**src/sv/lwp_pkg.sv**
```systemverilog
// ----------------------------------------------------------------------------
// lwp_pkg
// Shared types and constants of the led wave palette generator.
// ----------------------------------------------------------------------------
package lwp_pkg;

  localparam int unsigned PIXEL_COUNT = 32;

  // frame fraction step per pixel, 65536 / PIXEL_COUNT as quotient and remainder
  localparam int unsigned FRAC_QUO = 65536 / PIXEL_COUNT;
  localparam int unsigned FRAC_REM = 65536 % PIXEL_COUNT;

  // segment bounds of the wave in Q0.16
  localparam logic [15:0] SEG_B1 = 16'd9306;
  localparam logic [15:0] SEG_B2 = 16'd18678;
  localparam logic [15:0] SEG_B3 = 16'd28049;
  localparam logic [15:0] SEG_B4 = 16'd37421;
  localparam logic [15:0] SEG_B5 = 16'd46793;

  localparam logic [16:0] RATIO_ONE   = 17'h10000;
  localparam logic [15:0] FRAME_NUM   = 16'd7680;
  localparam logic [4:0]  ELAPSED_MAX = 5'd31;
  localparam logic [8:0]  MIX_MIN     = 9'd3;
  localparam logic [8:0]  Q8_ONE      = 9'd256;
  localparam logic [10:0] STEP_GAIN   = 11'd1311;

  typedef enum logic [2:0] {
    REG_SPEED   = 3'd0,
    REG_REVERSE = 3'd1,
    REG_RSLOW   = 3'd2,
    REG_RED     = 3'd3,
    REG_LIGHT   = 3'd4,
    REG_MID     = 3'd5,
    REG_DARK    = 3'd6
  } reg_idx_e;

  typedef enum logic [2:0] {
    ST_IDLE,
    ST_WAVE_G,
    ST_WAVE_R,
    ST_MIX,
    ST_EMIT,
    ST_EFF,
    ST_STEP
  } state_e;

  typedef enum logic [1:0] {
    TONE_LIGHT,
    TONE_MID,
    TONE_DARK
  } tone_e;

  typedef struct packed {
    logic [7:0]  a;
    logic [7:0]  b;
    logic [16:0] ratio;
  } blend_req_t;

endpackage

```
**src/sv/lwp_blend.sv**
```systemverilog
// ----------------------------------------------------------------------------
// lwp_blend
// One colour channel blend: a + (b - a) * ratio / 65536, truncated toward a.
// ----------------------------------------------------------------------------
module lwp_blend import lwp_pkg::*; (
  input  blend_req_t req_i,
  output logic [7:0] value_o
);

  logic        up;
  logic [7:0]  diff;
  logic [24:0] prod;
  logic [7:0]  part;

  always_comb begin
    up      = (req_i.b >= req_i.a);
    diff    = up ? (req_i.b - req_i.a) : (req_i.a - req_i.b);
    prod    = {17'd0, diff} * {8'd0, req_i.ratio};
    part    = prod[23:16];
    value_o = up ? (req_i.a + part) : (req_i.a - part);
  end

endmodule

```
**src/sv/led_wave_palette_generator_unit.sv**
```systemverilog
// ----------------------------------------------------------------------------
// led_wave_palette_generator_unit
// Millisecond-tick driven wave colour generator, one RGB item per LED.
// ----------------------------------------------------------------------------
// A tick that does not end a frame updates the tick count and leaves the block
// in ST_IDLE. A tick that ends a frame starts a pass over all PIXEL_COUNT
// pixels through one shared channel blend unit, one colour channel per cycle:
// a pixel takes 3 blends and one output load, or 9 blends and one load when
// the red mix is on, and the load waits while the output side stalls. After
// the last pixel the states ST_EFF and ST_STEP move the wave offset; no tick
// is accepted until the pass is back in ST_IDLE. The result
// register lets the next pixel be worked on while the previous item waits.
// ----------------------------------------------------------------------------
module led_wave_palette_generator_unit import lwp_pkg::*; (
  input  logic        clk_i,
  input  logic        rst_ni,
  input  logic        psel,
  input  logic        penable,
  input  logic        pwrite,
  input  logic [5:0]  paddr,
  input  logic [63:0] pwdata,
  output logic [63:0] prdata,
  output logic        pready,
  input  logic        in_valid_i,
  output logic        in_ready_o,
  input  logic        ms_tick_i,
  output logic        out_valid_o,
  input  logic        out_ready_i,
  output logic [5:0]  pixel_index_o,
  output logic [7:0]  red_o,
  output logic [7:0]  green_o,
  output logic [7:0]  blue_o,
  output logic        frame_last_o
);

  // configuration
  logic [9:0]  speed_q;
  logic        reverse_q;
  logic [8:0]  rslow_q;
  logic [8:0]  red_q;
  logic [47:0] light_q, mid_q, dark_q;
  logic        cfg_we;
  reg_idx_e    cfg_idx;

  assign pready  = 1'b1;
  assign cfg_we  = psel && penable && pwrite;
  assign cfg_idx = reg_idx_e'(paddr[5:3]);

  always_ff @(posedge clk_i or negedge rst_ni) begin
    if (!rst_ni) begin
      speed_q   <= 10'd256;
      reverse_q <= 1'b0;
      rslow_q   <= 9'd128;
      red_q     <= 9'd0;
      light_q   <= 48'd0;
      mid_q     <= 48'd0;
      dark_q    <= 48'd0;
    end else if (cfg_we) begin
      unique case (cfg_idx)
        REG_SPEED:   speed_q   <= pwdata[9:0];
        REG_REVERSE: reverse_q <= pwdata[0];
        REG_RSLOW:   rslow_q   <= pwdata[8:0];
        REG_RED:     red_q     <= pwdata[8:0];
        REG_LIGHT:   light_q   <= pwdata[47:0];
        REG_MID:     mid_q     <= pwdata[47:0];
        REG_DARK:    dark_q    <= pwdata[47:0];
        default: ;
      endcase
    end
  end

  always_comb begin
    unique case (cfg_idx)
      REG_SPEED:   prdata = {54'd0, speed_q};
      REG_REVERSE: prdata = {63'd0, reverse_q};
      REG_RSLOW:   prdata = {55'd0, rslow_q};
      REG_RED:     prdata = {55'd0, red_q};
      REG_LIGHT:   prdata = {16'd0, light_q};
      REG_MID:     prdata = {16'd0, mid_q};
      REG_DARK:    prdata = {16'd0, dark_q};
      default:     prdata = 64'd0;
    endcase
  end

  // state
  state_e      state_q, state_d;
  logic [4:0]  elapsed_q, elapsed_d;
  logic [15:0] offset_q, offset_d;
  logic [5:0]  pix_q, pix_d;
  logic [15:0] frac_q, frac_d;
  logic [5:0]  frem_q, frem_d;
  logic [1:0]  ch_q, ch_d;
  logic [23:0] col_q, col_d;
  logic [23:0] colr_q, colr_d;
  logic [9:0]  eff_q, eff_d;

  logic        out_valid_q, out_valid_d;
  logic [5:0]  out_idx_q, out_idx_d;
  logic [23:0] out_rgb_q, out_rgb_d;
  logic        out_last_q, out_last_d;

  // tick decision
  logic        tick_acc;
  logic [4:0]  elapsed_inc;
  logic [15:0] need;
  logic        frame_hit;

  assign in_ready_o = (state_q == ST_IDLE);
  assign tick_acc   = in_valid_i && in_ready_o && ms_tick_i;

  always_comb begin
    elapsed_inc = (elapsed_q < ELAPSED_MAX) ? (elapsed_q + 5'd1) : ELAPSED_MAX;
    need        = {10'd0, 1'b0, elapsed_inc} * {6'd0, speed_q}
                + {6'd0, speed_q};
    frame_hit   = !((elapsed_inc < ELAPSED_MAX) && (need <= FRAME_NUM));
  end

  // wave segment of the current pixel
  logic [15:0] pos;
  logic [15:0] seg_off;
  logic [18:0] ratio_raw;
  logic [16:0] seg_ratio;
  tone_e       tone_a, tone_b;

  always_comb begin
    pos = frac_q + offset_q;
    if (pos < SEG_B1) begin
      tone_a = TONE_LIGHT; tone_b = TONE_MID;   seg_off = pos;
    end else if (pos < SEG_B2) begin
      tone_a = TONE_MID;   tone_b = TONE_MID;   seg_off = 16'd0;
    end else if (pos < SEG_B3) begin
      tone_a = TONE_MID;   tone_b = TONE_DARK;  seg_off = pos - SEG_B2;
    end else if (pos < SEG_B4) begin
      tone_a = TONE_DARK;  tone_b = TONE_MID;   seg_off = pos - SEG_B3;
    end else if (pos < SEG_B5) begin
      tone_a = TONE_MID;   tone_b = TONE_MID;   seg_off = 16'd0;
    end else begin
      tone_a = TONE_MID;   tone_b = TONE_LIGHT; seg_off = pos - SEG_B5;
    end
    ratio_raw = {seg_off, 3'b000} - {3'd0, seg_off};
    seg_ratio = (ratio_raw > {2'd0, RATIO_ONE}) ? RATIO_ONE : ratio_raw[16:0];
  end

  function automatic logic [23:0] tone_rgb(tone_e t, logic hi, logic [47:0] lt,
                                           logic [47:0] md, logic [47:0] dk);
    logic [47:0] pair;
    case (t)
      TONE_LIGHT: pair = lt;
      TONE_DARK:  pair = dk;
      default:    pair = md;
    endcase
    return hi ? pair[47:24] : pair[23:0];
  endfunction

  // shared blend unit
  logic [8:0]  rf_clamp;
  logic        mix_on;
  logic [4:0]  ch_bit;
  logic [23:0] rgb_a, rgb_b;
  blend_req_t  blend_req;
  logic [7:0]  blend_val;

  assign rf_clamp = (red_q > Q8_ONE) ? Q8_ONE : red_q;
  assign mix_on   = (rf_clamp >= MIX_MIN);
  assign ch_bit   = {ch_q, 3'b000};

  always_comb begin
    rgb_a = tone_rgb(tone_a, state_q == ST_WAVE_R, light_q, mid_q, dark_q);
    rgb_b = tone_rgb(tone_b, state_q == ST_WAVE_R, light_q, mid_q, dark_q);
    if (state_q == ST_MIX) begin
      blend_req.a     = col_q[ch_bit +: 8];
      blend_req.b     = colr_q[ch_bit +: 8];
      blend_req.ratio = {rf_clamp, 8'd0};
    end else begin
      blend_req.a     = rgb_a[ch_bit +: 8];
      blend_req.b     = rgb_b[ch_bit +: 8];
      blend_req.ratio = seg_ratio;
    end
  end

  lwp_blend u_blend (
    .req_i   (blend_req),
    .value_o (blend_val)
  );

  logic emit_go;
  logic pix_last;

  assign emit_go  = (state_q == ST_EMIT) && (!out_valid_q || out_ready_i);
  assign pix_last = (pix_q == 6'(PIXEL_COUNT - 1));

  // next state
  always_comb begin
    state_d = state_q;
    unique case (state_q)
      ST_IDLE:   if (tick_acc && frame_hit) state_d = ST_WAVE_G;
      ST_WAVE_G: if (ch_q == 2'd2) state_d = mix_on ? ST_WAVE_R : ST_EMIT;
      ST_WAVE_R: if (ch_q == 2'd2) state_d = ST_MIX;
      ST_MIX:    if (ch_q == 2'd2) state_d = ST_EMIT;
      ST_EMIT:   if (emit_go) state_d = pix_last ? ST_EFF : ST_WAVE_G;
      ST_EFF:    state_d = ST_STEP;
      ST_STEP:   state_d = ST_IDLE;
      default:   state_d = ST_IDLE;
    endcase
  end

  // datapath
  logic [8:0]  rs_clamp;
  logic [18:0] eff_prod;
  logic [20:0] step_prod;
  logic [6:0]  rem_sum;

  always_comb begin
    elapsed_d   = elapsed_q;
    offset_d    = offset_q;
    pix_d       = pix_q;
    frac_d      = frac_q;
    frem_d      = frem_q;
    ch_d        = ch_q;
    col_d       = col_q;
    colr_d      = colr_q;
    eff_d       = eff_q;
    out_valid_d = out_valid_q && !out_ready_i;
    out_idx_d   = out_idx_q;
    out_rgb_d   = out_rgb_q;
    out_last_d  = out_last_q;

    rs_clamp  = (rslow_q > Q8_ONE) ? Q8_ONE : rslow_q;
    eff_prod  = {9'd0, speed_q} * {10'd0, rs_clamp};
    step_prod = {10'd0, STEP_GAIN} * {11'd0, eff_q};
    rem_sum   = {1'b0, frem_q} + 7'(FRAC_REM);

    if (tick_acc) begin
      elapsed_d = frame_hit ? 5'd0 : elapsed_inc;
      pix_d     = 6'd0;
      frac_d    = 16'd0;
      frem_d    = 6'd0;
      ch_d      = 2'd0;
    end

    case (state_q)
      ST_WAVE_G, ST_MIX: begin
        col_d[ch_bit +: 8] = blend_val;
        ch_d = (ch_q == 2'd2) ? 2'd0 : ch_q + 2'd1;
      end
      ST_WAVE_R: begin
        colr_d[ch_bit +: 8] = blend_val;
        ch_d = (ch_q == 2'd2) ? 2'd0 : ch_q + 2'd1;
      end
      ST_EMIT: begin
        if (emit_go) begin
          out_valid_d = 1'b1;
          out_idx_d   = pix_q;
          out_rgb_d   = col_q;
          out_last_d  = pix_last;
          pix_d       = pix_q + 6'd1;
          if (rem_sum >= 7'(PIXEL_COUNT)) begin
            frem_d = 6'(rem_sum - 7'(PIXEL_COUNT));
            frac_d = frac_q + 16'(FRAC_QUO) + 16'd1;
          end else begin
            frem_d = rem_sum[5:0];
            frac_d = frac_q + 16'(FRAC_QUO);
          end
        end
      end
      ST_EFF: begin
        eff_d = reverse_q ? eff_prod[17:8] : speed_q;
      end
      ST_STEP: begin
        offset_d = reverse_q ? (offset_q - {3'd0, step_prod[20:8]})
                             : (offset_q + {3'd0, step_prod[20:8]});
      end
      default: ;
    endcase
  end

  always_ff @(posedge clk_i or negedge rst_ni) begin
    if (!rst_ni) begin
      state_q     <= ST_IDLE;
      elapsed_q   <= 5'd0;
      offset_q    <= 16'd0;
      pix_q       <= 6'd0;
      frac_q      <= 16'd0;
      frem_q      <= 6'd0;
      ch_q        <= 2'd0;
      out_valid_q <= 1'b0;
    end else begin
      state_q     <= state_d;
      elapsed_q   <= elapsed_d;
      offset_q    <= offset_d;
      pix_q       <= pix_d;
      frac_q      <= frac_d;
      frem_q      <= frem_d;
      ch_q        <= ch_d;
      out_valid_q <= out_valid_d;
    end
  end

  always_ff @(posedge clk_i) begin
    col_q      <= col_d;
    colr_q     <= colr_d;
    eff_q      <= eff_d;
    out_idx_q  <= out_idx_d;
    out_rgb_q  <= out_rgb_d;
    out_last_q <= out_last_d;
  end

  assign out_valid_o   = out_valid_q;
  assign pixel_index_o = out_idx_q;
  assign red_o         = out_rgb_q[23:16];
  assign green_o       = out_rgb_q[15:8];
  assign blue_o        = out_rgb_q[7:0];
  assign frame_last_o  = out_last_q;

  a_last_index: assert property (@(posedge clk_i) disable iff (!rst_ni)
    (out_valid_o && frame_last_o) |-> (pixel_index_o == 6'(PIXEL_COUNT - 1)))
    else $error("last flag on wrong pixel");

  a_frame_end: assert property (@(posedge clk_i) disable iff (!rst_ni)
    (emit_go && pix_last) |=> (state_q == ST_EFF))
    else $error("frame did not end after last pixel");

  a_chan_range: assert property (@(posedge clk_i) disable iff (!rst_ni)
    (ch_q != 2'd3))
    else $error("channel counter out of range");

  a_pix_range: assert property (@(posedge clk_i) disable iff (!rst_ni)
    (state_q == ST_EMIT) |-> (pix_q <= 6'(PIXEL_COUNT - 1)))
    else $error("pixel counter out of range");

endmodule

```
**config.mk**
```make
export PLATFORM = sky130hd
export DESIGN_NAME = led_wave_palette_generator_unit
export DESIGN_NICKNAME = d
export VERILOG_FILES = /design/src/sv/lwp_pkg.sv /design/src/sv/lwp_blend.sv /design/src/sv/led_wave_palette_generator_unit.sv
export SDC_FILE = /design/constraint.sdc
export NUM_CORES = 1
export LEC_CHECK = 0
export CAP_MARGIN = 10
export CORE_AREA = 4 4 309 311
export DETAILED_ROUTE_END_ITERATION = 8
export DIE_AREA = 0 0 313 315
export DONT_BUFFER_PORTS = 1
export GPL_TIMING_DRIVEN = 1
export SLEW_MARGIN = 20
export SYNTH_ARGS = -nofsm -noshare
export SYNTH_HDL_FRONTEND = slang
export SYNTH_SLANG_ARGS = --single-unit
```
**constraint.sdc**
```tcl
create_clock -name clk_i -period 27.2 [get_ports clk_i]
set_clock_uncertainty 0.1 [all_clocks]
set_input_delay 5.44 -clock clk_i [delete_from_list [all_inputs] [get_ports clk_i]]
set_output_delay 5.44 -clock clk_i [all_outputs]
set_load 0.01 [all_outputs]
```
Yosys cells after proc, flatten, opt, wreduce, memory -nomap -nowiden:

Cells that the tools add are included.

* muxes and demuxes: 55
* equal/unequal tests: 22
* multipliers: 4
* add/sub/neg operators: 19
* shift-type cells: 6
* reduce and logical (&&, ||, !) cells: 28
* magnitude comparators: 14

Operators with widths (count)
* $pmux W48 S7: 1
* $pmux W48 S2: 2
* $mux W16: 10
* $shiftx A24 B6 Y8: 4
* $bwmux W24: 2
* $mux W24: 2
* $mux W6: 7
* $mux W33: 1
* $lt A16 B15 Y1 const B: 2
* $lt A16 B16 Y1 const B: 2
* $sub A16 B15 Y16 const B: 2
* $mul A8 B17 Y24: 1
* $shift A8 B7 Y24 const A: 1
* $shiftx A8 B7 Y24: 1
* $sub A8 B8 Y8: 3
* $mul A11 B10 Y21 const A: 1
* $mux W3: 7
* $mux W2: 10
* $gt A19 B17 Y1 const B: 1
* $sub A19 B16 Y19: 1
* $eq A3 B3 Y1 const B: 6
* $gt A9 B9 Y1 const B: 2
* $mul A10 B9 Y18: 1
* $mux W9: 2
* other kinds (43): 76

* logic and storage cells: 169
* output and inout bits: 98
* bits of input ports: 78
* register bits: 317

Longest topological paths before layout:

* word-level depth: 19
* gate-level depth with buffers: 72

Modules after synthesis:

From an unflattened synthesis, not the netlist that was laid out.

* cells, all modules: 3554
* area total of the unflattened synthesis: 32147.1 µm²

By module, submodules not included
* led_wave_palette_generator_unit: area an instance 27076.0 µm², cells each 2945, instances 1
* lwp_blend: area an instance 5071.1 µm², cells each 609, instances 1

Worst setup path after synthesis:

No wires, ideal clock.

* path kind: register to register
* start point: register frac_q[0]
* end point: register col_q[15] (data pin)
* cell stages (with the launch flop): 69
* arrival time: 14.905 ns
* setup slack: 12.035 ns
* cell sequence: dfrtp_1 -> ha_1 -> fa_1 -> xnor2_1 -> nand2_1 -> a21oi_1 -> o211ai_1 -> a311oi_4 -> o31a_1 -> buf_1 -> a31o_2 -> clkbuf_1 -> clkbuf_1 -> clkbuf_1 -> buf_1 -> o22a_1 -> o21ai_0 -> a21oi_1 -> [... 33 more ...] -> nor2_1 -> inv_1 -> ha_1 -> nand2_1 -> o21ai_0 -> ha_1 -> a21o_1 -> a21oi_1 -> o21bai_1 -> a21oi_1 -> o21bai_1 -> a21oi_1 -> xnor2_1 -> xnor2_1 -> xnor2_1 -> xor2_1 -> nand2_1 -> mux2i_1

* word-level cells in the longest chain between the ends: 19

RTL lines
* from (decl): line led_wave_palette_generator_unit.sv:90 `logic [15:0] frac_q, frac_d;`
* from (signal assigned): line led_wave_palette_generator_unit.sv:292 `frac_q <= frac_d;`
* $add A16 B16 Y16 *: line led_wave_palette_generator_unit.sv:126 `pos = frac_q + offset_q;`
* $lt A16 B16 Y1: line led_wave_palette_generator_unit.sv:135 `end else if (pos < SEG_B5) begin`
* $mux W1: line led_wave_palette_generator_unit.sv:135
* $mux W1: line led_wave_palette_generator_unit.sv:133 `end else if (pos < SEG_B4) begin`
* $mux W2: line led_wave_palette_generator_unit.sv:131 `end else if (pos < SEG_B3) begin`
* $mux W2: line led_wave_palette_generator_unit.sv:129 `end else if (pos < SEG_B2) begin`
* $mux W2: line led_wave_palette_generator_unit.sv:127 `if (pos < SEG_B1) begin`
* $eq A2 B2 Y1 / $logic_not A2 Y1 (equally long branches): line led_wave_palette_generator_unit.sv:147 `case (t)`
* [... 3 more ...]
* $mux W33 *: line led_wave_palette_generator_unit.sv:170 `if (state_q == ST_MIX) begin`
* $sub A8 B8 Y8 / $ge A8 B8 Y1 (equally long branches): line lwp_blend.sv:17, lwp_blend.sv:16
* $mux W8: line lwp_blend.sv:17 `diff = up ? (req_i.b - req_i.a) : (req_i.a - req_i.b);`
* $mul A8 B17 Y24: line lwp_blend.sv:18 `prod = {17'd0, diff} * {8'd0, req_i.ratio};`
* $sub A8 B8 Y8 / $add A8 B8 Y8 (equally long branches): line lwp_blend.sv:20 `value_o = up ? (req_i.a + part) : (req_i.a - part);`
* $mux W8 *: line lwp_blend.sv:20
* $shiftx A8 B7 Y24 *: line led_wave_palette_generator_unit.sv:243 `col_d[ch_bit +: 8] = blend_val;`
* $bwmux W24 *: line led_wave_palette_generator_unit.sv:243
* to (signal assigned): line led_wave_palette_generator_unit.sv:300 `col_q <= col_d;`
* to (decl): line led_wave_palette_generator_unit.sv:93 `logic [23:0] col_q, col_d;`

Every way passes the cells marked *; elsewhere a longest branch is shown, timed or not.
A chain may end at the register's enable or synchronous reset.

Worst setup path in the final report:

Same ends and word-level chain as after synthesis.

==> results_dict.tcl <==
set metrics [dict create \
    run_status "finished clean" \
    grt_max_degree 224 \
    fin_nets 4049 \
    drtIter0Drc 2386 \
    met1_length_mm 41.01 \
    rr_endpoint "col_q[15]" \
    cts_max_level 2 \
    yosysUniqueCellTypes 108 \
    hold_viol 0 \
    ctsHoldBuffers 0 \
    ff2ff_setup_slack_ns 9.35 \
    r2r_start "frac_q[0]" \
    synth_flop_cell "dfrtp_1" \
    grt_usage_pct 19.98 \
    wl_met3_mm 7.319 \
    wl_mm 98.97 \
    die_y_um 315 \
    relSlewSlack_pct 26.93 \
    cts_tree "yes" \
    dieArea_um2 98600 \
    cts_sinks 312 \
    hold_class "reg2reg" \
    cts_buffers 37 \
    worstSetupPathType "reg2reg" \
    viasPerCell 5.620 \
    clk_latency_ns 0.56 \
    port_buffers 0 \
    drcViolationCount 0 \
    ys_ff_latch 312 \
    antenna_found_initial 3 \
    routed.top_layer "met4" \
    core-area_um2 92770 \
    cp_slowest_cell "o21ai_0" \
    fin_crit_ns 17.85 \
    die_w_um 313 \
    synthArstFlopShare_pct 71.47 \
    synthesis.area_um2 32300 \
    synth_most_common_cell "nand2_1" \
    overflow 0 \
    ant_nets 0 \
    grt_pass1_wl_mm 157.0 \
    setup_tns_ns 0 \
    wl_per_cell_um 20.62 \
    clk_pin_slew_ns 0.07 \
    met2_length_mm 46.49 \
    slew_viol_final 0 \
    ys_warn_count 0 \
    r2r_cells 65 \
    setup_violations 0 \
    synth_top_cell_area_share_pct 17.12 \
    drv_cap 0 \
    max_clock_freq_mhz 56.02 \
    ys_top_cells_by_area "dfrtp_1 (17%), fa_1 (13%), ha_1 (9.6%)" \
    rsz0062_at_grt "false" \
    worst_hold_startpoint "pix_q[5]" \
    netlist_instances 3617 \
    rows 112 \
    drive_gt1_share_pct 10.18 \
    cpPeakStageDelay_ns 0.71 \
    synth.cells.most_frequent "nand2_1 (357), inv_1 (347), nor2_1 (343)" \
    start_kind "register" \
    ctsResizeCount 0 \
    synth_area_leader_cell "dfrtp_1" \
    arrival_ns 18.13 \
    grt_pass1_vias 26920 \
    hold_depth 1 \
    root_buffer "clkbuf_16" \
    cts_setup_buffers 0 \
    vias 26970 \
    initial_utilization_pct 34.82 \
    ys_seq_area_share_pct 25.56 \
    finalCritPeriodShare_pct 65.63 \
    drt_pre_antenna_iters 7 \
    syn_avg_cell_area_um2 8.930 \
    holdPathEnd "pix_q[5]" \
    area_growth_pct 7.639 \
    tightest_slew_ns 1.092 \
    ioPinCount 176 \
    worst_path_most_repeated_cell "nand2_1" \
    worstPathRequired_ns 27.48 \
    dp_hpwl_mm 73.35 \
    cp_max_fo 19 \
    cts_buffer_depth 3 \
    crit_path_end_kind "register" \
    synth-edff-count 89 \
    gp_congestion 0.9316 \
    diodes 0 \
]
placed cells by master (no fill, tap or decap), types with 24 or more instances in the layout:
cell type	synthesis	final
and2_1	98	98
nor2_1	343	341
fa_1	206	206
buf_4	18	44
mux2_2	169	169
a221oi_1	27	27
a21o_1	49	49
o22ai_1	35	35
nor3_1	49	48
o21ai_0	164	164
xnor2_1	80	79
o31ai_1	31	31
dfrtp_1	221	221
nand4_1	26	26
nand2b_1	28	28
nand3_1	88	88
a21oi_1	182	181
edfxtp_1	89	89
mux2i_1	72	72
ha_1	249	249
nand2_1	357	357
a31oi_1	24	24
clkbuf_16	0	39
o221ai_1	37	37
o211ai_1	30	30
inv_1	347	346
cell type report:
| type | instances | area (um^2) |
|---|---|---|
| clock buffer | 49 | 1044 |
| clock inverter | 19 | 212.7 |
| fill | 9508 | 58000 |
| inverter | 350 | 1314 |
| multi-input combinational | 2771 | 22040 |
| sequential | 312 | 8255 |
| tap | 1254 | 1569 |
| timing repair buffer | 44 | 330.3 |
logic make-up (layout without fill, tap and decap cells):
family          after synthesis  after routing  synth area share, %
simple gates               1104           1104                15.68
compound gates              848            848                18.46
buf+inv                     549            462                6.632
fa+ha+maj                   455            455                22.41
flops                       312            312                25.56
mux                         244            244                8.332
xor+xnor                    103            103                2.897
other cells                   2             17              0.02325
worst max-delay path: cells and delay by family, from the launching register on:
kind	cells	cell delay (ns)
xor gates and xnor gates	4	0.84
AOI/OAI and AO/OA	27	6.43
muxes	2	0.68
and+or+nand+nor	17	4.81
DFF	1	0.45
buffers and inverters	5	0.31
adders and majority gates	10	4.09
registers in the layout, indices dropped and copies added, names as in the netlist, 5 cells and up:
signal	flops
rslow_q	9
dark_q	48
col_q	24
out_rgb_q	24
speed_q	10
pix_q	6
light_q	48
mid_q	48
frac_q	16
elapsed_q	5
red_q	9
offset_q	16
colr_q	24
eff_q	10
pixel_index_o	6
through the flow:
| stage | hold slack (ns) | util, % | setup slack [ns] | instances | cell area [um^2] |
|---|---|---|---|---|---|
| 2_1_floorplan | 0.3168 | - | 12.04 | 3632 | 32360 |
| 5_1_grt | 0.4261 | 37.48 | 8.084 | 4799 | 34770 |
| 4_1_cts | 0.4069 | 37.48 | 9.536 | 4799 | 34770 |
| 3_3_place_gp | 0.3878 | 36.12 | 9.685 | 4731 | 33510 |
| 6_report | 0.4014 | 37.48 | 9.350 | 4799 | 34770 |
| 3_5_place_dp | 0.3931 | 36.12 | 9.589 | 4731 | 33510 |
how the worst max path moves through the flow:
stage | start | cells past startpoint | endpoint
after floorplan | frac_q[0] | 68 | col_q[15]
after global placement | frac_q[0] | 65 | colr_q[7]
after detailed placement | frac_q[0] | 65 | colr_q[15]
after CTS | frac_q[0] | 65 | col_q[15]
after global routing | frac_q[0] | 65 | col_q[15]
final | frac_q[0] | 65 | col_q[15]
metal layers:
metal	GRT usage, %	vias to the layer above
met2	33.59	961
met1	25.40	13270
met3	4.260	214
met5	0	-
li1	-	12530
met4	7.215	0
Power is not shown: default switching activity piles up to over one toggle a cycle in this logic, so the estimate is an artifact.
